[config.mk]
export PLATFORM = sky130hd
export DESIGN_NAME = roster_follow_cycler
export DESIGN_NICKNAME = d
export VERILOG_FILES = /design/src/rtl/rfc_pkg.sv /design/src/rtl/rfc_ctrl.sv /design/src/rtl/rfc_datapath.sv /design/src/rtl/roster_follow_cycler.sv
export SDC_FILE = /design/constraint.sdc
export NUM_CORES = 1
export LEC_CHECK = 0
export BUFFER_PORTS_ARGS = -buffer_cell sky130_fd_sc_hd__buf_2
export CAP_MARGIN = 15
export CORE_ASPECT_RATIO = 0.5
export CORE_MARGIN = 2
export CORE_UTILIZATION = 56
export DETAILED_ROUTE_END_ITERATION = 10
export GPL_TIMING_DRIVEN = 0
export HOLD_SLACK_MARGIN = 0.02
export PLACE_DENSITY_LB_ADDON = 0.12
export SKIP_CTS_REPAIR_TIMING = 1
export SLEW_MARGIN = 40
export SYNTH_ARGS = -nofsm -noshare
export SYNTH_HDL_FRONTEND = slang
export SYNTH_SLANG_ARGS = --single-unit
[constraint.sdc]
create_clock -name clk -period 5.6 [get_ports clk]
set_clock_uncertainty 0.15 [all_clocks]
set_input_delay 0.84 -clock clk [delete_from_list [all_inputs] [get_ports clk]]
set_output_delay 0.84 -clock clk [all_outputs]
set_load 0.02 [all_outputs]
[src/rtl/rfc_pkg.sv]
package rfc_pkg;

	// Command codes carried in the request transaction.
	localparam logic [2:0] CMD_CLEAR  = 3'd0;
	localparam logic [2:0] CMD_ADD    = 3'd1;
	localparam logic [2:0] CMD_FOLLOW = 3'd2;
	localparam logic [2:0] CMD_STOP   = 3'd3;
	localparam logic [2:0] CMD_NEXT   = 3'd4;
	localparam logic [2:0] CMD_PREV   = 3'd5;

	// Request transaction.
	typedef struct packed {
		logic [2:0]  command;
		logic [31:0] player_key;
	} req_item_t;

	// Response transaction.
	typedef struct packed {
		logic        accepted;
		logic [31:0] answer_id;
		logic        is_following;
		logic        slot_valid;
		logic [4:0]  slot_index;
		logic [5:0]  fill_count;
	} rsp_item_t;

	// Commands from the controller to the datapath.
	typedef struct packed {
		logic load;
		logic exec;
		logic conclude;
		logic out_load;
	} rfc_ctrl_t;

	// Status from the datapath to the controller.
	typedef struct packed {
		logic hit;
		logic exhausted;
	} rfc_stat_t;

endpackage

[src/rtl/rfc_ctrl.sv]
module rfc_ctrl (
	input  logic              clk,
	input  logic              arst_n,
	input  logic              req_valid,
	output logic              req_ready,
	output logic              rsp_valid,
	input  logic              rsp_ready,
	input  rfc_pkg::rfc_stat_t stat,
	output rfc_pkg::rfc_ctrl_t ctrl
);
	import rfc_pkg::*;

	typedef enum logic [3:0] {
		ST_IDLE   = 4'b0001,
		ST_EXEC   = 4'b0010,
		ST_SCAN   = 4'b0100,
		ST_RESULT = 4'b1000
	} state_t;

	state_t state_q;
	state_t state_next;
	logic   rsp_valid_q;

	// Commands issued in each state.
	always_comb begin
		ctrl.load     = (state_q == ST_IDLE) && req_valid;
		ctrl.exec     = (state_q == ST_EXEC);
		ctrl.conclude = (state_q == ST_SCAN) && (stat.hit || stat.exhausted);
		ctrl.out_load = (state_q == ST_RESULT) && (!rsp_valid_q || rsp_ready);
	end

	// Next-state logic.
	always_comb begin
		state_next = state_q;
		case (state_q)
			ST_IDLE: begin
				if (req_valid) state_next = ST_EXEC;
			end
			ST_EXEC: begin
				state_next = ST_SCAN;
			end
			ST_SCAN: begin
				if (stat.hit || stat.exhausted) state_next = ST_RESULT;
			end
			ST_RESULT: begin
				if (!rsp_valid_q || rsp_ready) state_next = ST_IDLE;
			end
			default: begin
				state_next = ST_IDLE;
			end
		endcase
	end

	// State and response valid registers.
	always_ff @(posedge clk or negedge arst_n) begin
		if (!arst_n) begin
			state_q     <= ST_IDLE;
			rsp_valid_q <= 1'b0;
		end else begin
			state_q <= state_next;
			if (ctrl.out_load) begin
				rsp_valid_q <= 1'b1;
			end else if (rsp_ready) begin
				rsp_valid_q <= 1'b0;
			end
		end
	end

	assign req_ready = (state_q == ST_IDLE);
	assign rsp_valid = rsp_valid_q;

endmodule

[src/rtl/rfc_datapath.sv]
module rfc_datapath #(
	parameter int MAX_ENTRIES = 32
) (
	input  logic               clk,
	input  logic               arst_n,
	input  rfc_pkg::req_item_t req,
	input  rfc_pkg::rfc_ctrl_t ctrl,
	output rfc_pkg::rfc_stat_t stat,
	output rfc_pkg::rsp_item_t rsp
);
	import rfc_pkg::*;

	localparam int IW = (MAX_ENTRIES > 1) ? $clog2(MAX_ENTRIES) : 1;
	localparam int CW = $clog2(MAX_ENTRIES + 1);

	// Table state.
	logic [31:0]          id_mem [MAX_ENTRIES];
	logic [MAX_ENTRIES-1:0] marks_q;
	logic [CW-1:0]        count_q;
	logic                 cur_valid_q;
	logic [IW-1:0]        cursor_q;
	logic [31:0]          target_q;
	logic                 follow_q;

	// Captured transaction and per-transaction result.
	logic [2:0]  cmd_q;
	logic [31:0] key_q;
	logic        acc_q;
	logic [31:0] cyc_ans_q;

	// Scan engine: issue stage and compare stage.
	logic [IW-1:0] idx_q;
	logic [CW-1:0] left_q;
	logic          vld_s1;
	logic [IW-1:0] idx_s1;
	logic [31:0]   rd_s1;

	logic          fwd;
	logic          is_cycle;
	logic          mark_s1;
	logic          hit;
	logic          add_ok;
	logic [IW-1:0] cycle_start;
	rsp_item_t     rsp_next;

	// One step around the first n entries, with wrap.
	function automatic logic [IW-1:0] step_idx(input logic [IW-1:0] idx, input logic dir_fwd,
		input logic [CW-1:0] n);
		logic [IW-1:0] res;
		if (dir_fwd) begin
			res = ((CW'(idx) + CW'(1)) >= n) ? '0 : idx + IW'(1);
		end else begin
			res = (idx == '0) ? IW'(n - CW'(1)) : idx - IW'(1);
		end
		return res;
	endfunction

	assign fwd      = (cmd_q != CMD_PREV);
	assign is_cycle = (cmd_q == CMD_NEXT) || (cmd_q == CMD_PREV);
	assign add_ok   = (key_q != 32'd0) && (count_q < CW'(MAX_ENTRIES));
	assign mark_s1  = marks_q[idx_s1];

	// Starting entry of a cycle scan.
	always_comb begin
		if (cur_valid_q && (CW'(cursor_q) < count_q)) begin
			cycle_start = step_idx(cursor_q, fwd, count_q);
		end else if (fwd) begin
			cycle_start = '0;
		end else begin
			cycle_start = IW'(count_q - CW'(1));
		end
	end

	// Match test on the entry read in the previous cycle.
	always_comb begin
		case (cmd_q)
			CMD_ADD:    hit = vld_s1 && (rd_s1 == key_q);
			CMD_FOLLOW: hit = vld_s1 && mark_s1 && (rd_s1 == key_q);
			CMD_NEXT:   hit = vld_s1 && mark_s1;
			CMD_PREV:   hit = vld_s1 && mark_s1;
			default:    hit = 1'b0;
		endcase
	end

	assign stat.hit       = hit;
	assign stat.exhausted = (left_q == '0) && !vld_s1;

	// Table state and scan control.
	always_ff @(posedge clk or negedge arst_n) begin
		if (!arst_n) begin
			marks_q     <= '0;
			count_q     <= '0;
			cur_valid_q <= 1'b0;
			cursor_q    <= '0;
			target_q    <= '0;
			follow_q    <= 1'b0;
			left_q      <= '0;
			vld_s1      <= 1'b0;
		end else begin
			// Scan issue and compare stage.
			if (ctrl.exec) begin
				vld_s1 <= 1'b0;
				case (cmd_q)
					CMD_ADD:    left_q <= add_ok ? count_q : '0;
					CMD_FOLLOW: left_q <= count_q;
					CMD_NEXT:   left_q <= count_q;
					CMD_PREV:   left_q <= count_q;
					default:    left_q <= '0;
				endcase
			end else if (hit) begin
				left_q <= '0;
				vld_s1 <= 1'b0;
			end else begin
				vld_s1 <= (left_q != '0);
				if (left_q != '0) left_q <= left_q - CW'(1);
			end

			// Immediate part of each command.
			if (ctrl.exec) begin
				case (cmd_q)
					CMD_CLEAR: begin
						marks_q     <= '0;
						count_q     <= '0;
						cur_valid_q <= 1'b0;
						cursor_q    <= '0;
					end
					CMD_FOLLOW: begin
						target_q    <= key_q;
						follow_q    <= 1'b1;
						cur_valid_q <= 1'b0;
						cursor_q    <= '0;
					end
					CMD_STOP: begin
						target_q    <= '0;
						follow_q    <= 1'b0;
						cur_valid_q <= 1'b0;
						cursor_q    <= '0;
					end
					default: begin
					end
				endcase
			end

			// Outcome of the scan.
			if (ctrl.conclude) begin
				if (hit) begin
					case (cmd_q)
						CMD_ADD: marks_q[idx_s1] <= 1'b1;
						CMD_FOLLOW: begin
							cur_valid_q <= 1'b1;
							cursor_q    <= idx_s1;
						end
						CMD_NEXT, CMD_PREV: begin
							target_q    <= rd_s1;
							follow_q    <= 1'b1;
							cur_valid_q <= 1'b1;
							cursor_q    <= idx_s1;
						end
						default: begin
						end
					endcase
				end else if ((cmd_q == CMD_ADD) && acc_q) begin
					marks_q[IW'(count_q)] <= 1'b1;
					count_q               <= count_q + CW'(1);
				end
			end
		end
	end

	// Captured transaction, scan addresses and per-transaction result.
	always_ff @(posedge clk) begin
		if (ctrl.load) begin
			cmd_q     <= req.command;
			key_q     <= req.player_key;
			acc_q     <= 1'b1;
			cyc_ans_q <= '0;
		end
		if (ctrl.exec) begin
			idx_q <= is_cycle ? cycle_start : '0;
			if ((cmd_q == CMD_ADD) && !add_ok) acc_q <= 1'b0;
		end else begin
			idx_q <= step_idx(idx_q, fwd, count_q);
		end
		if (ctrl.conclude && is_cycle) begin
			if (hit) begin
				cyc_ans_q <= rd_s1;
			end else begin
				acc_q     <= 1'b0;
				cyc_ans_q <= '0;
			end
		end
		idx_s1 <= idx_q;
	end

	// Id memory: one write port, one registered read port.
	always_ff @(posedge clk) begin
		if (ctrl.conclude && !hit && (cmd_q == CMD_ADD) && acc_q) begin
			id_mem[IW'(count_q)] <= key_q;
		end
		rd_s1 <= id_mem[idx_q];
	end

	// Response assembly and response register.
	always_comb begin
		rsp_next.accepted     = acc_q;
		rsp_next.answer_id    = is_cycle ? cyc_ans_q : target_q;
		rsp_next.is_following = follow_q;
		rsp_next.slot_valid   = cur_valid_q;
		rsp_next.slot_index   = cur_valid_q ? 5'(cursor_q) : 5'd0;
		rsp_next.fill_count   = 6'(count_q);
	end

	always_ff @(posedge clk) begin
		if (ctrl.out_load) rsp <= rsp_next;
	end

endmodule

[src/rtl/roster_follow_cycler.sv]
// Channel   Handshake             Payload
// request   req_valid/req_ready   req (req_item_t: command, player_key)
// response  rsp_valid/rsp_ready   rsp (rsp_item_t: accepted ... fill_count)
//
// From acceptance to response a transaction passes an execute state, a scan of up to
// fill_count entries through the id memory's single read port at one entry per cycle
// behind a registered read and a compare stage that sees the scan end, and the load
// of the response register; commands without a lookup scan nothing. One transaction
// is in work at a time; the next request is taken in the cycle after the response
// register is loaded. That register holds a finished result while the next request is
// taken. Reset clears table marks, fill count, cursor and target; no clearing pass.
module roster_follow_cycler #(
	parameter int MAX_ENTRIES = 32
) (
	input  logic               clk,
	input  logic               arst_n,
	input  logic               req_valid,
	output logic               req_ready,
	input  rfc_pkg::req_item_t req,
	output logic               rsp_valid,
	input  logic               rsp_ready,
	output rfc_pkg::rsp_item_t rsp
);
	import rfc_pkg::*;

	rfc_ctrl_t ctrl;
	rfc_stat_t stat;

	// Sequencer.
	rfc_ctrl u_ctrl (
		.clk       (clk),
		.arst_n    (arst_n),
		.req_valid (req_valid),
		.req_ready (req_ready),
		.rsp_valid (rsp_valid),
		.rsp_ready (rsp_ready),
		.stat      (stat),
		.ctrl      (ctrl)
	);

	// Table, scan engine and response register.
	rfc_datapath #(
		.MAX_ENTRIES (MAX_ENTRIES)
	) u_datapath (
		.clk    (clk),
		.arst_n (arst_n),
		.req    (req),
		.ctrl   (ctrl),
		.stat   (stat),
		.rsp    (rsp)
	);

	// A waiting response is never overwritten.
	a_no_overwrite: assert property (@(posedge clk) disable iff (!arst_n)
		ctrl.out_load |-> (!rsp_valid || rsp_ready))
		else $error("response register loaded while a response was waiting");

	// Only one transaction is in work at a time.
	a_one_in_work: assert property (@(posedge clk) disable iff (!arst_n)
		(req_valid && req_ready) |=> !req_ready)
		else $error("request taken while another transaction was in work");

	// The cursor always points inside the filled part of the table.
	a_cursor_in_range: assert property (@(posedge clk) disable iff (!arst_n)
		(rsp_valid && rsp.slot_valid) |-> (rsp.slot_index < rsp.fill_count))
		else $error("cursor beyond fill count");

	// The fill count never passes the table size.
	a_fill_bound: assert property (@(posedge clk) disable iff (!arst_n)
		rsp_valid |-> (32'(rsp.fill_count) <= 32'(MAX_ENTRIES)))
		else $error("fill count above table size");

endmodule
* Word level (Yosys, flattened, before mapping)
Memory sizes are Yosys's and may differ from the RTL's. A register that Yosys moved wholly into a read port is not among the register bits.
Index checks and enable logic that the tools add are counted.
** Cells by class
- Add/sub/neg operators :: 9
- Muxes and demuxes :: 72
- Equality and inequality tests :: 14
- Magnitude comparators :: 8
- Bitwise gates (word level) :: 2
- Reduce and logical (&&, ||, !) cells :: 37
** Operators with widths (number)
- $mux 32 :: 14
- $mux 5 :: 15
- $or 32x32->32 :: 2
- $pmux 32 s2 :: 1
- $mux 6 :: 9
- $eq 32x32->1 :: 1
- $reduce_bool 32->1 :: 1
- $mux 1 :: 23
- $logic_and 1x1->1 :: 17
- $pmux 4 s4 :: 1
- $sub 5x1->5 const B :: 3
- $add 5x1->6 const B :: 2
- $ge 6x6->1 :: 2
- $lt 5x6->1 const B :: 2
- $mux 4 :: 3
- $pmux 6 s2 :: 1
- $add 5x1->5 const B :: 2
- $demux 1 s5 :: 2
- $ge 5x1->1 const B :: 2
- $logic_not 5->1 :: 2
- $add 6x1->6 const B :: 1
- $eq 3x2->1 const B :: 2
- $eq 3x3->1 const B :: 2
- $logic_not 6->1 :: 1
- other kinds (22) :: 31
** Storage, ports and cells
- Memory bits (writable) :: 1024
- Bits of input ports :: 39
- Flip-flop bits (word level) :: 213
- Output and inout bits :: 48
- Memories :: 1
** Memory list
- u_datapath.id_mem :: words 32, bits a word 32, rd ports 1, clocked after memory_dff 1, wr ports 1, RTL line rfc_datapath.sv:17 : logic [31:0] id_mem [MAX_ENTRIES];

* Logic depth before layout (Yosys ltp)
Gate-level depths: netlist of run 1.
- Word-level depth :: 12
- Gate-level depth with buffers :: 13
- Mapped depth without buffers :: 10

* By module
From an unflattened synthesis of run 1, not the netlist that was laid out.
** Unflattened totals
- Cells, all modules :: 2481
- Area, all modules :: 49676.4 um^2
** By module, submodules not included
- rfc_datapath :: cells an instance 2452, instances 1, area an instance 49381.1 um^2
- rfc_ctrl :: cells an instance 29, instances 1, area an instance 295.3 um^2

* Worst setup path after synthesis of run 1
No wires, ideal clock.
- Path type :: register -> register
- From :: register u_datapath.left_q[0]
- To :: memory u_datapath.id_mem[24][0] (enable)
- Path buffers :: 0
- Data required time :: 5.027 ns
- Setup time :: 0.423 ns
- Slack :: 1.544 ns
- Arrival :: 3.483 ns
- Clock period less this slack :: 4.056 ns
- Cell stages (with the launch flop) :: 8
- Cells stage by stage :: dfrtp_1 -> inv_1 -> ha_1 -> nor3b_1 -> or3b_2 -> nor3_1 -> nand2_1 -> nor2_1
** On the way
- Longest elaborated chain between the ends :: 9
** RTL lines
- from (decl) :: RTL line rfc_datapath.sv:33 : logic [CW-1:0] left_q;
- from (signal assigned) :: RTL line rfc_datapath.sv:104 : CMD_ADD: left_q <= add_ok ? count_q : '0;
- from (signal assigned) :: RTL line rfc_datapath.sv:105 : CMD_FOLLOW: left_q <= count_q;
- from (signal assigned) :: RTL line rfc_datapath.sv:106 : CMD_NEXT: left_q <= count_q;
- $logic_not 6->1 :: RTL line rfc_datapath.sv:86 : assign stat.exhausted = (left_q == '0) && !vld_s1;
- $logic_and 1x1->1 :: RTL line rfc_datapath.sv:86
- $logic_or 1x1->1 :: RTL line rfc_ctrl.sv:28 : ctrl.conclude = (state_q == ST_SCAN) && (stat.hit || stat.exhausted);
- $logic_and 1x1->1 :: RTL line rfc_ctrl.sv:28
- $logic_and 1x1->1 (3 in series) :: RTL line rfc_datapath.sv:197 : if (ctrl.conclude && !hit && (cmd_q == CMD_ADD) && acc_q) begin
- $mux 1 :: RTL line rfc_datapath.sv:197
- $mux 1 (not written as such) :: RTL line rfc_datapath.sv:198 : id_mem[IW'(count_q)] <= key_q;
- to (decl) :: RTL line rfc_datapath.sv:17
No other way between the ends.

* Worst setup path in the final report of run 1
- From :: register u_datapath.idx_q[0]
- To :: register u_datapath.idx_q[3]
** On the way
- Longest elaborated chain between the ends :: 5
- Elaborated cells between the ends (all ways) :: 9
- Classes of those cells :: add/sub (3); order compare (1); mux (4); reduce/logical (1)
** RTL lines
- from (decl) :: RTL line rfc_datapath.sv:32 : logic [IW-1:0] idx_q;
- from (signal assigned) :: RTL line rfc_datapath.sv:179 : idx_q <= is_cycle ? cycle_start : '0;
- from (signal assigned) :: RTL line rfc_datapath.sv:182 : idx_q <= step_idx(idx_q, fwd, count_q);
- $add 5x1->6 :: RTL line rfc_datapath.sv:51 : res = ((CW'(idx) + CW'(1)) >= n) ? '0 : idx + IW'(1);
- $ge 6x6->1 :: RTL line rfc_datapath.sv:51
- $mux 5 :: RTL line rfc_datapath.sv:51
- $mux 5 * :: RTL line rfc_datapath.sv:50 : if (dir_fwd) begin
- $mux 5 * :: RTL line rfc_datapath.sv:178 : if (ctrl.exec) begin
Every way passes the cells marked *; elsewhere a longest branch is shown, timed or not.
A chain may end at the register's enable or synchronous reset.

==> summary.txt, run 1 <==
Placed design
  – Number of port buffers: 86
  – GP Congestion: 0.935
  – Area after DPL: 0.0541 mm^2
  – Dpl cells: 3833
  – Post-DP HPWL: 92.6 mm

Hold path
  – Min-delay worst type: input pin to flip-flop

Layout
  – Cell area after layout: 0.0577 mm^2
  – Diodes inserted: 0
  – Final Net Count: 2823
  – Post-layout util: 65.4%
  – Share of layout cells above drive strength 1: 30.0%
  – Commonest non-fill, non-tap cell in the layout: edfxtp_1
  – Finished Layout Cells: 4028
  – Area growth syn-to-layout: 16.0%
  – Most frequent cells in the layout: edfxtp_1 (1137), mux4_2 (324), nand2_1 (132)

Clock network
  – Buffer depth of the longest clock path: 3
  – Root cell of the clock tree: clkbuf_16
  – Sink Count: 1269
  – Later-pin clock latency in the skew report: 0.72 ns
  – H-tree levels: 3
  – Clock Pin Slew Worst Setup and Hold Paths: 0.07 ns
  – Total CTS buffers: 106
  – CTS tree: done

Route
  – Iter 0 DRT Violations: 3676
  – Wire length per cell: 32.9 um
  – Post-Route WL: 133 mm
  – 1st-pass router iterations: 6
  – DR DRC count: 0
  – ANT nets after route: 0
  – Vias: 26.4k
  – Vias per Instance: 6.56

STA
  – Max-slew headroom: 40.9%
  – Final setup vio count: 0
  – Actual slew at the worst max-slew pin: 0.887 ns
  – RSZ-0062 raised after global routing: false
  – Hold Vio Cnt, Final: 0
  – Max-slew violations: 0
  – Fin crit share: 79.5%
  – Min Tclk post-route: 4.45 ns
  – Max Fclk: 225 MHz

Synth
  – Post-synth EDFFs: 1137
  – Synth Area in Adders: 0.655%
  – Prevailing post-synth register cell: edfxtp_1
  – Compound-Gate Fraction of Synth Area: 2.95%
  – Mapped Cells: 2430
  – Post-synthesis mux area share: 15.7%
  – Mapped Area: 0.0497 mm^2
  – Mean Syn Cell Area: 20.5 um^2
  – Netlist cell types: 64
  – Seq/Total Area, Yosys: 74.9%
  – YS warnings: 0
  – Seq cells post-synth: 1269
  – Area contributors post-synth: edfxtp_1 (69%), mux4_2 (15%), dfrtp_1 (4.4%), dfxtp_1 (1.7%), nand2_1 (1.0%)
  – Syn nets: 2495
  – Yosys top cell area share: 68.7%
  – Synth area leader: edfxtp_1
  – Synth Area in XOR/XNOR: 0.881%
  – Simple-gate share of the synthesized area: 3.68%
  – Main combinational cell family by area after synthesis: multiplexers
  – Async SR Flop Fraction: 7.01%

Global routing
  – Initial antenna violation count: 1
  – Total grt overflow: 0
  – Vias in the first global route: 26.0k
  – GR Util All Layers: 29.7%
  – Largest net degree at the start of global routing: 64
  – Global-route wire length before repair: 190 mm

Floorplanning
  – Initial Utilization: 56.4%
  – Die Wd: 425 um
  – Die span in y: 215 um
  – Core Box Area: 0.0882 mm^2
  – Io pins: 87
  – Row count: 77
  – Die area: 0.0913 mm^2

Pwr
  – Peak VDD IR: 0.000268 V
  – LEAKAGE: 18.8 nW
  – Pwr dens: 440 mW/mm^2

Worst setup path
  – Worst setup SP type: flip-flop
  – Setup CP Type: flip-flop to flip-flop
  – Worst Path Max Fanout: 10
  – CP arrival: 4.90 ns
  – Type of element capturing the critical path: flip-flop
  – CP required: 6.04 ns

Run
  – Maxcap violations: 0

Status
  – Status: completed
through the flow:
step	hold slack [ns]	setup TNS (ns)	total power, W	worst slack [ns]
after floorplan	0.179	0	0.0156	1.54
final	0.141	0	0.0254	1.15
after detailed placement	0.193	0	0.0179	1.04
after global placement	0.189	-1263.71	0.0176	-1.77
after CTS	-0.200	0	0.0254	1.04
after global routing	0.110	0	0.0262	1.05
sequential cells by signal, indices dropped and copies added (netlist names), 3 cells and up:
signal,cells
u_ctrl.state_q,4
u_datapath.cmd_q,3
u_datapath.count_q,6
u_datapath.cursor_q,5
u_datapath.cyc_ans_q,32
u_datapath.id_mem,1024
u_datapath.idx_q,5
u_datapath.idx_s1,5
u_datapath.key_q,32
u_datapath.left_q,6
u_datapath.marks_q,32
u_datapath.rd_s1,32
u_datapath.rsp,46
u_datapath.target_q,32
routing by layer:
layer	part of all wire (%)	global-route usage [%]	vias up
met2	45	43.5	1491
li1	-	-	10600
met5	0	0	-
met3	11	7.00	185
met4	2.3	6.75	0
met1	42	46.2	14200
cell type report:
class                           count  area (um^2)
Fill cell                        5823        30500
Clock inverter                     53          589
Inverter                           27          101
Tap cell                         1185         1480
Buffer                            130          589
Clock buffer                      140         2910
Multi-Input combinational cell   1004        12100
Sequential cell                  1269        37200
Timing Repair Buffer              220         2630
report_power, final:
part	leakage [nW]	total (W)	switching, W	internal, W
registers	11.8	0.0117	0.000480	0.0112
logic	5.29	0.00612	0.00346	0.00266
clock network	1.71	0.00758	0.00338	0.00420
total	18.8	0.0254	0.00732	0.0181
cells in the mapped netlist, types with 5 or more instances:
cell      instances
nand2_1         132
a21oi_1          49
edfxtp_1       1137
mux2i_1          11
a211oi_1          5
nor2b_1           8
a21o_1            6
a21boi_0          5
nor4_1           11
mux4_2          324
nor2_1           62
a221o_1          32
o211ai_1          6
inv_1            27
nor3_1           18
xnor2_1          35
xor2_1           15
nand2b_1          5
buf_2             6
dfrtp_1          88
buf_1            21
clkbuf_1        101
dfxtp_1          43
ha_1             26
nand3_1          17
mux2_2           35
o21bai_1         32
and3_1            6
nor3b_1          35
nand4_1          10
o21ai_0          20
and2_1           42
worst paths after layout:
check,startpoint,end,slack (ns),cells after the start
worst min register to register,u_datapath.idx_q[4],u_datapath.idx_s1[4],0.20,0
max in group asynchronous,arst_n,u_datapath.target_q[14],4.25,3
worst min-delay path,req[18],u_datapath.key_q[18],0.14,1
worst max register to register,u_datapath.idx_q[0],u_datapath.idx_q[3],1.15,11
min in group asynchronous,arst_n,u_ctrl.state_q[1],0.43,2
worst max-delay path,u_datapath.idx_q[0],u_datapath.idx_q[3],1.15,11
critical path: stages, from the launching register on:
cell      delay (ns)
dfxtp_1         0.46
clkbuf_2        0.56
clkbuf_1        0.73
clkbuf_2        0.56
nand3_1         0.16
xnor2_1         0.20
ha_1            0.23
a21o_1          0.18
a211oi_1        0.34
o21ai_0         0.24
nand2b_1        0.21
a221oi_1        0.32
kinds of logic (layout without fill, tap and decap cells):
group,count (synthesis),after routing
fa+ha+maj,26,26
simple gates,366,366
flops,1269,1269
compound gates,192,192
xor+xnor,50,50
buf+inv,157,570
mux,370,370
Note: power is estimated with default switching activity, not from simulation.
==> run 2, diff against run 1 <==
==> constraint.sdc (replaced) <==
create_clock -name clk -period 4.5 [get_ports clk]
set_clock_uncertainty 0.15 [all_clocks]
set_input_delay 0.675 -clock clk [delete_from_list [all_inputs] [get_ports clk]]
set_output_delay 0.675 -clock clk [all_outputs]
set_load 0.02 [all_outputs]
==> run 2 against run 1 <==
  * Sequential cell count did not move
  * Critical path type unchanged
  * Fmax rose by 3.4%
  * Hold slack got worse by 0.10 ns
  * Critical path depth fell by 2
  * Clock-buffer cell count did not move
  * Sequential power rose by 24%
  * Clock power rose by 25%
  * Cell count rose by 0.82%
  * Register-to-register slack got worse by 0.95 ns
  * Global-route usage did not move
==> summary.txt, run 2 (synthesized netlist as in run 1, its figures left out) <==
Layout
  – Fillers: 5805 (-0.31%)
  – Area growth syn-to-layout: 16.7%
  – Largest registers: u_datapath.id_mem: 1024 flops, u_datapath.rsp: 46 flops
  – Commonest non-fill, non-tap cell in the layout: edfxtp_1
  – Register Area: 0.0372 mm^2 (unchanged)
  – Final Net Count: 2855 (+1.1%)
  – Share of layout cells above drive strength 1: 29.7% (-0.33 points)
  – Most frequent cells in the layout: edfxtp_1 (1137), mux4_2 (324), nand2_1 (132)
  – Multi-input logic area: 0.0121 mm^2 (unchanged)
  – Reg with most FFs: u_datapath.id_mem
  – Max reg flops: 1024 (unchanged)

Worst setup path
  – CP startpoint: u_datapath.left_q[0]
  – Crit path top cell by count: buf_8
  – CP required: 4.74 ns (-1.30 ns)
  – Worst r2r src: u_datapath.left_q[0]
  – Buf/Inv on CP: 3 (unchanged)
  – Top delay family on crit path: simple AND/OR/NAND/NOR gates
  – Crit-path cells: inv_1 > ha_1 > nor3b_1 > or3b_2 > nor3_2 > nand2_1 > nor2_4 > buf_8 > buf_8
  – Setup CP Type: flip-flop to flip-flop
  – Worst Path Max Fanout: 13 (+3)
  – Worst setup SP type: flip-flop
  – CP arrival: 4.55 ns (-0.35 ns)
  – Type of element capturing the critical path: flip-flop
  – Slowest-stage cell, CP: nor2_4
  – Critical Path Max Stage Delay: 0.70 ns (-0.03 ns)
  – Worst reg2reg path depth: 9 (-2)
  – Path length in cells of the critical path: 9 (-2)

STA
  – Min Tclk post-route: 4.31 ns (-0.145 ns)
  – RSZ-0062 raised after global routing: false
  – TNS Setup: 0 ns (unchanged)
  – Final setup vio count: 0 (unchanged)
  – Max Fclk: 232 MHz (+3.4%)
  – Hold Vio Cnt, Final: 0 (unchanged)
  – Max-slew violations: 0 (unchanged)
  – Max-slew headroom: 41.3% (+0.46 points)
  – Fin crit share: 95.8% (+16 points)
  – Hold Slack: 0.0411 ns (-0.0999 ns)
  – Actual slew at the worst max-slew pin: 0.880 ns (-0.00697 ns)

Route
  – Post-Route WL: 133 mm (about the same)
  – ANT nets after route: 0 (unchanged)
  – 1st-pass router iterations: 5 (-1)
  – Vias per Instance: 6.55 (-0.18%)
  – Iter 0 DRT Violations: 3691 (+0.41%)
  – Wire length per cell: 32.7 um (-0.79%)
  – Vias: 26.6k (+0.64%)
  – DR DRC count: 0 (unchanged)

Clock network
  – Sink Count: 1269 (unchanged)
  – Buffer depth of the longest clock path: 3 (unchanged)
  – H-tree levels: 3 (unchanged)
  – Later-pin clock latency in the skew report: 0.72 ns (about the same)
  – Total CTS buffers: 106 (unchanged)
  – CTS tree: done
  – Root cell of the clock tree: clkbuf_16
  – Clock Pin Slew Worst Setup and Hold Paths: 0.07 ns (about the same)

Global routing
  – Initial antenna violation count: 1 (unchanged)
  – GR Util All Layers: 29.7% (unchanged)
  – Vias in the first global route: 26.0k (unchanged)
  – Largest net degree at the start of global routing: 64 (unchanged)
  – Total grt overflow: 0 (unchanged)
  – Global-route wire length before repair: 190 mm (unchanged)

Placed design
  – GP Congestion: 0.935 (unchanged)
  – Number of port buffers: 86 (unchanged)
  – Post-DP HPWL: 92.6 mm (unchanged)

Hold path
  – Min-delay worst type: input pin to flip-flop
  – Hold_sp: rsp_ready
  – Hold depth: 2 (+1)

Status
  – Status: completed

Floorplanning
  – Die area: 0.0913 mm^2 (unchanged)
  – Core Box Area: 0.0882 mm^2 (unchanged)
  – Initial Utilization: 56.4% (unchanged)
  – Die span in y: 215 um (unchanged)
  – Io pins: 87 (unchanged)
  – Row count: 77 (unchanged)
  – Die Wd: 425 um (unchanged)

Pwr
  – Pwr dens: 545 mW/mm^2 (+24%)
  – LEAKAGE: 18.9 nW (+0.73%)
  – Peak VDD IR: 0.000336 V (+25%)

Run
  – Maxcap violations: 0 (unchanged)
-- run 2: changes by cell type in the layout (fill, tap and decap cells not counted), sizes merged --
cell	change
dlygate4sd3	+33
diode	+1
clkbuf	-1
-- run 2: stage by stage --
stage	worst slack, ns	cells	util [%]	area, um^2	total power, W
finish	0.191	4061	65.8	58000	0.0316
global route	0.0569	4060	65.8	58000	0.0326
CTS	-0.0633	4026	65.4	57600	0.0316
detailed placement	-0.0568	3833	61.4	54100	0.0223
global placement	-2.87	3701	58.6	51600	0.0220
floorplan	0.444	2430	-	49700	0.0194
-- run 2: worst paths after layout --
| kind | endpoint | slack [ns] |
|---|---|---|
| min in group asynchronous | u_ctrl.state_q[1] | 0.27 |
| hold reg to reg | u_datapath.idx_s1[4] | 0.20 |
| setup / recovery | u_datapath.id_mem[19][17] | 0.19 |
| max in group asynchronous | u_datapath.target_q[16] | 3.32 |
| setup reg to reg | u_datapath.id_mem[19][17] | 0.19 |
| hold / removal | u_ctrl.rsp_valid | 0.04 |
-- run 2: power breakdown --
part / switching (W) / total (W) / internal, W
Sequential: 0.000602 / 0.0145 / 0.0139
Combinational: 0.00429 / 0.00762 / 0.00333
Clock: 0.00421 / 0.00944 / 0.00523
-- run 2: cell type report --
type	count	share of cell area [%]
sequential	1269	64.2
timing repair buffer	253	5.10
clock inverter	53	1.02
inverter	27	0.175
tap	1185	2.56
clock buffer	140	5.01
antenna	1	0.00431
multi-input combinational	1004	20.9
buffer	129	1.01
-- run 2: routing by layer --
metal / track usage, % / routed length (um) / vias to the layer above
met3: 7.00 / 14900 / 179
met2: 43.5 / 59700 / 1568
met1: 46.2 / 55100 / 14200
met5: 0 / 0 / -
li1: - / - / 10700
met4: 6.75 / 3040 / 0
==> run 3, diff against run 2 <==
--- a/config.mk
+++ b/config.mk
@@ -14,6 +14,7 @@
 export GPL_TIMING_DRIVEN = 0
 export HOLD_SLACK_MARGIN = 0.02
 export PLACE_DENSITY_LB_ADDON = 0.12
+export REMOVE_ABC_BUFFERS = 1
 export SKIP_CTS_REPAIR_TIMING = 1
 export SLEW_MARGIN = 40
 export SYNTH_ARGS = -nofsm -noshare
==> run 3 against run 2 <==
  * Clock-buffer cell count shrank 10
  * Critical endpoint is now u_datapath.marks_q[9]
  * Routed wire length shrank 3.5%
  * First-iteration DRC count grew 0.76%
  * Highest routed layer unchanged
  * Register-to-register slack is essentially flat
  * Utilization grew 1.0 points
  * Hold slack lost 0.015 ns
  * Setup slack lost 0.0091 ns
  * Combinational power shrank 8.4%
  * Global-route usage shrank 1.2 points
  * Critical path depth shrank 1
  * Cell count shrank 1.6%
==> summary.txt, run 3 (synthesized netlist as in run 1, its figures left out) <==
Status
  – Status: completed

Floorplanning
  – Initial Utilization: 56.4% (unchanged)
  – Die area: 0.0913 mm^2 (unchanged)
  – Die Wd: 425 um (unchanged)
  – Core Box Area: 0.0882 mm^2 (unchanged)
  – Row count: 77 (unchanged)
  – Die span in y: 215 um (unchanged)
  – Io pins: 87 (unchanged)

Global routing
  – Largest net degree at the start of global routing: 52 (-19%)
  – Global-route wire length before repair: 184 mm (-3.3%)
  – Total grt overflow: 0 (unchanged)
  – Vias in the first global route: 25.6k (-1.8%)
  – GR Util All Layers: 28.6% (-1.2 points)
  – Initial antenna violation count: 1 (unchanged)

Placed design
  – GP Congestion: 0.810 (-13%)
  – Dpl cells: 3761 (-1.9%)
  – Post-DP HPWL: 85.5 mm (-7.6%)
  – Area after DPL: 0.0551 mm^2 (+1.7%)
  – Number of port buffers: 86 (unchanged)

Route
  – Post-Route WL: 128 mm (-3.5%)
  – Iter 0 DRT Violations: 3719 (+0.76%)
  – DR DRC count: 0 (unchanged)
  – Vias: 26.2k (-1.4%)
  – 1st-pass router iterations: 5 (unchanged)
  – Vias per Instance: 6.56 (+0.12%)
  – ANT nets after route: 0 (unchanged)
  – Wire length per cell: 32.0 um (-2.0%)

Hold path
  – Min-delay worst type: input pin to flip-flop
  – Hold Path End: u_ctrl.rsp_valid
  – Hold depth: 2 (unchanged)
  – Hold_sp: rsp_ready

Layout
  – Fillers: 5628 (-3.0%)
  – Diodes inserted: 0 (-1)
  – Area growth syn-to-layout: 18.5%
  – Final Net Count: 2786 (-2.4%)
  – Finished Layout Cells: 3998 (-1.6%)
  – Commonest non-fill, non-tap cell in the layout: edfxtp_1
  – Multi-input logic area: 0.0122 mm^2 (+0.46%)
  – Largest registers: u_datapath.id_mem: 1024 flops, u_datapath.rsp: 46 flops
  – Register Area: 0.0373 mm^2 (about the same)
  – Share of layout cells above drive strength 1: 30.7% (+0.97 points)
  – Most frequent cells in the layout: edfxtp_1 (1137), mux4_2 (324), nand2_1 (128)
  – Cell area after layout: 0.0589 mm^2 (+1.5%)
  – Max reg flops: 1024 (unchanged)
  – Reg with most FFs: u_datapath.id_mem

Worst setup path
  – Crit-path cells: buf_6 > xnor2_1 > nand4_1 > nor4_1 > and4_1 > nand2_2 > a2111oi_4 > a221o_1
  – Worst r2r src: u_datapath.key_q[13]
  – R2R Setup Slk: 0.18 ns (about the same)
  – Worst reg2reg path depth: 8 (-1)
  – Worst Path Max Fanout: 20 (+7)
  – CP required: 4.99 ns (+0.25 ns)
  – Worst setup SP type: flip-flop
  – R2R Path End: u_datapath.marks_q[9]
  – Setup CP Type: flip-flop to flip-flop
  – Slowest-stage cell, CP: a2111oi_4
  – Type of element capturing the critical path: flip-flop
  – Critical Path Max Stage Delay: 0.82 ns (+0.12 ns)
  – CP arrival: 4.81 ns (+0.26 ns)

STA
  – RSZ-0062 raised after global routing: false
  – Max-slew violations: 0 (unchanged)
  – Max-slew headroom: 45.5% (+4.1 points)
  – Final setup vio count: 0 (unchanged)
  – Hold Vio Cnt, Final: 0 (unchanged)
  – Actual slew at the worst max-slew pin: 0.816 ns (-0.0640 ns)
  – Fin crit share: 96.0% (+0.20 points)
  – Min Tclk post-route: 4.32 ns (+0.00910 ns)
  – Max Fclk: 232 MHz (-0.21%)

Clock network
  – Later-pin clock latency in the skew report: 0.71 ns (about the same)
  – CTS tree: done
  – H-tree levels: 3 (unchanged)
  – Buffer depth of the longest clock path: 3 (unchanged)
  – Root cell of the clock tree: clkbuf_16
  – Sink Count: 1269 (unchanged)
  – Clock Pin Slew Worst Setup and Hold Paths: 0.07 ns (about the same)
  – Total CTS buffers: 107 (+0.94%)

Pwr
  – Peak VDD IR: 0.000311 V (-7.7%)
  – Pwr Total: 0.0310 W (-1.9%)
  – Pwr dens: 526 mW/mm^2 (-3.4%)
  – LEAKAGE: 19.2 nW (+1.2%)

Run
  – Maxcap violations: 0 (unchanged)
## run 3: cell type report
| class | count | share of cell area [%] |
|---|---|---|
| sequential | 1269 | 63.3 |
| multi-input combinational | 1004 | 20.7 |
| clock buffer | 130 | 4.78 |
| inverter | 27 | 0.172 |
| timing repair buffer | 312 | 7.48 |
| tap | 1185 | 2.52 |
| clock inverter | 71 | 1.08 |
## run 3: worst max-delay path: cells and delay by family, from the launching register on
family / cells / cell delay [ns]
flip-flops: 1 / 0.67
AO/OA/AOI/OAI: 2 / 1.09
XOR/XNOR: 1 / 0.48
buffers and inverters: 1 / 0.29
AND/OR/NAND/NOR: 4 / 1.55
## run 3: how the worst max path moves through the flow
| stage | from | end | slack [ns] | cells past startpoint |
|---|---|---|---|---|
| 2_1_floorplan | u_datapath.idx_q[0] | u_datapath.idx_q[0] | -8.71 | 9 |
| 3_3_place_gp | u_datapath.idx_q[0] | u_datapath.idx_q[0] | -14.64 | 9 |
| 3_5_place_dp | u_datapath.key_q[21] | u_datapath.marks_q[4] | 0.008 | 7 |
| 4_1_cts | u_datapath.key_q[21] | u_datapath.marks_q[4] | -0.03 | 7 |
| 5_1_grt | u_datapath.left_q[0] | u_datapath.id_mem[8][10] | 0.05 | 9 |
| 6_report | u_datapath.key_q[13] | u_datapath.marks_q[9] | 0.18 | 8 |
## run 3: report_power, final
part / leakage [nW] / total [W] / internal, W / switching, W
clock: 1.69 / 0.00928 / 0.00505 / 0.00423
combinational: 5.67 / 0.00698 / 0.00354 / 0.00344
sequential: 11.8 / 0.0147 / 0.0139 / 0.000793
total: 19.2 / 0.0310 / 0.0225 / 0.00846
## run 3: metrics by stage
| stage | setup slack, ns | setup TNS [ns] | hold slack [ns] | utilization, % |
|---|---|---|---|---|
| after global placement | -14.64 | -4467.43 | 0.284 | 58.0 |
| after CTS | -0.0250 | -0.177 | -0.282 | 66.4 |
| final | 0.182 | 0 | 0.0265 | 66.8 |
| after global routing | 0.0455 | 0 | 0.0203 | 66.8 |
| after detailed placement | 0.00803 | 0 | 0.302 | 62.5 |
| after floorplan | -8.71 | -299.35 | 0.229 | - |
## run 3: metal layers
| metal | track usage [%] | wire length (um) |
|---|---|---|
| met1 | 45.4 | 53900 |
| met4 | 7.91 | 3690 |
| met2 | 40.6 | 56700 |
| met5 | 0 | 0 |
| met3 | 6.04 | 13700 |
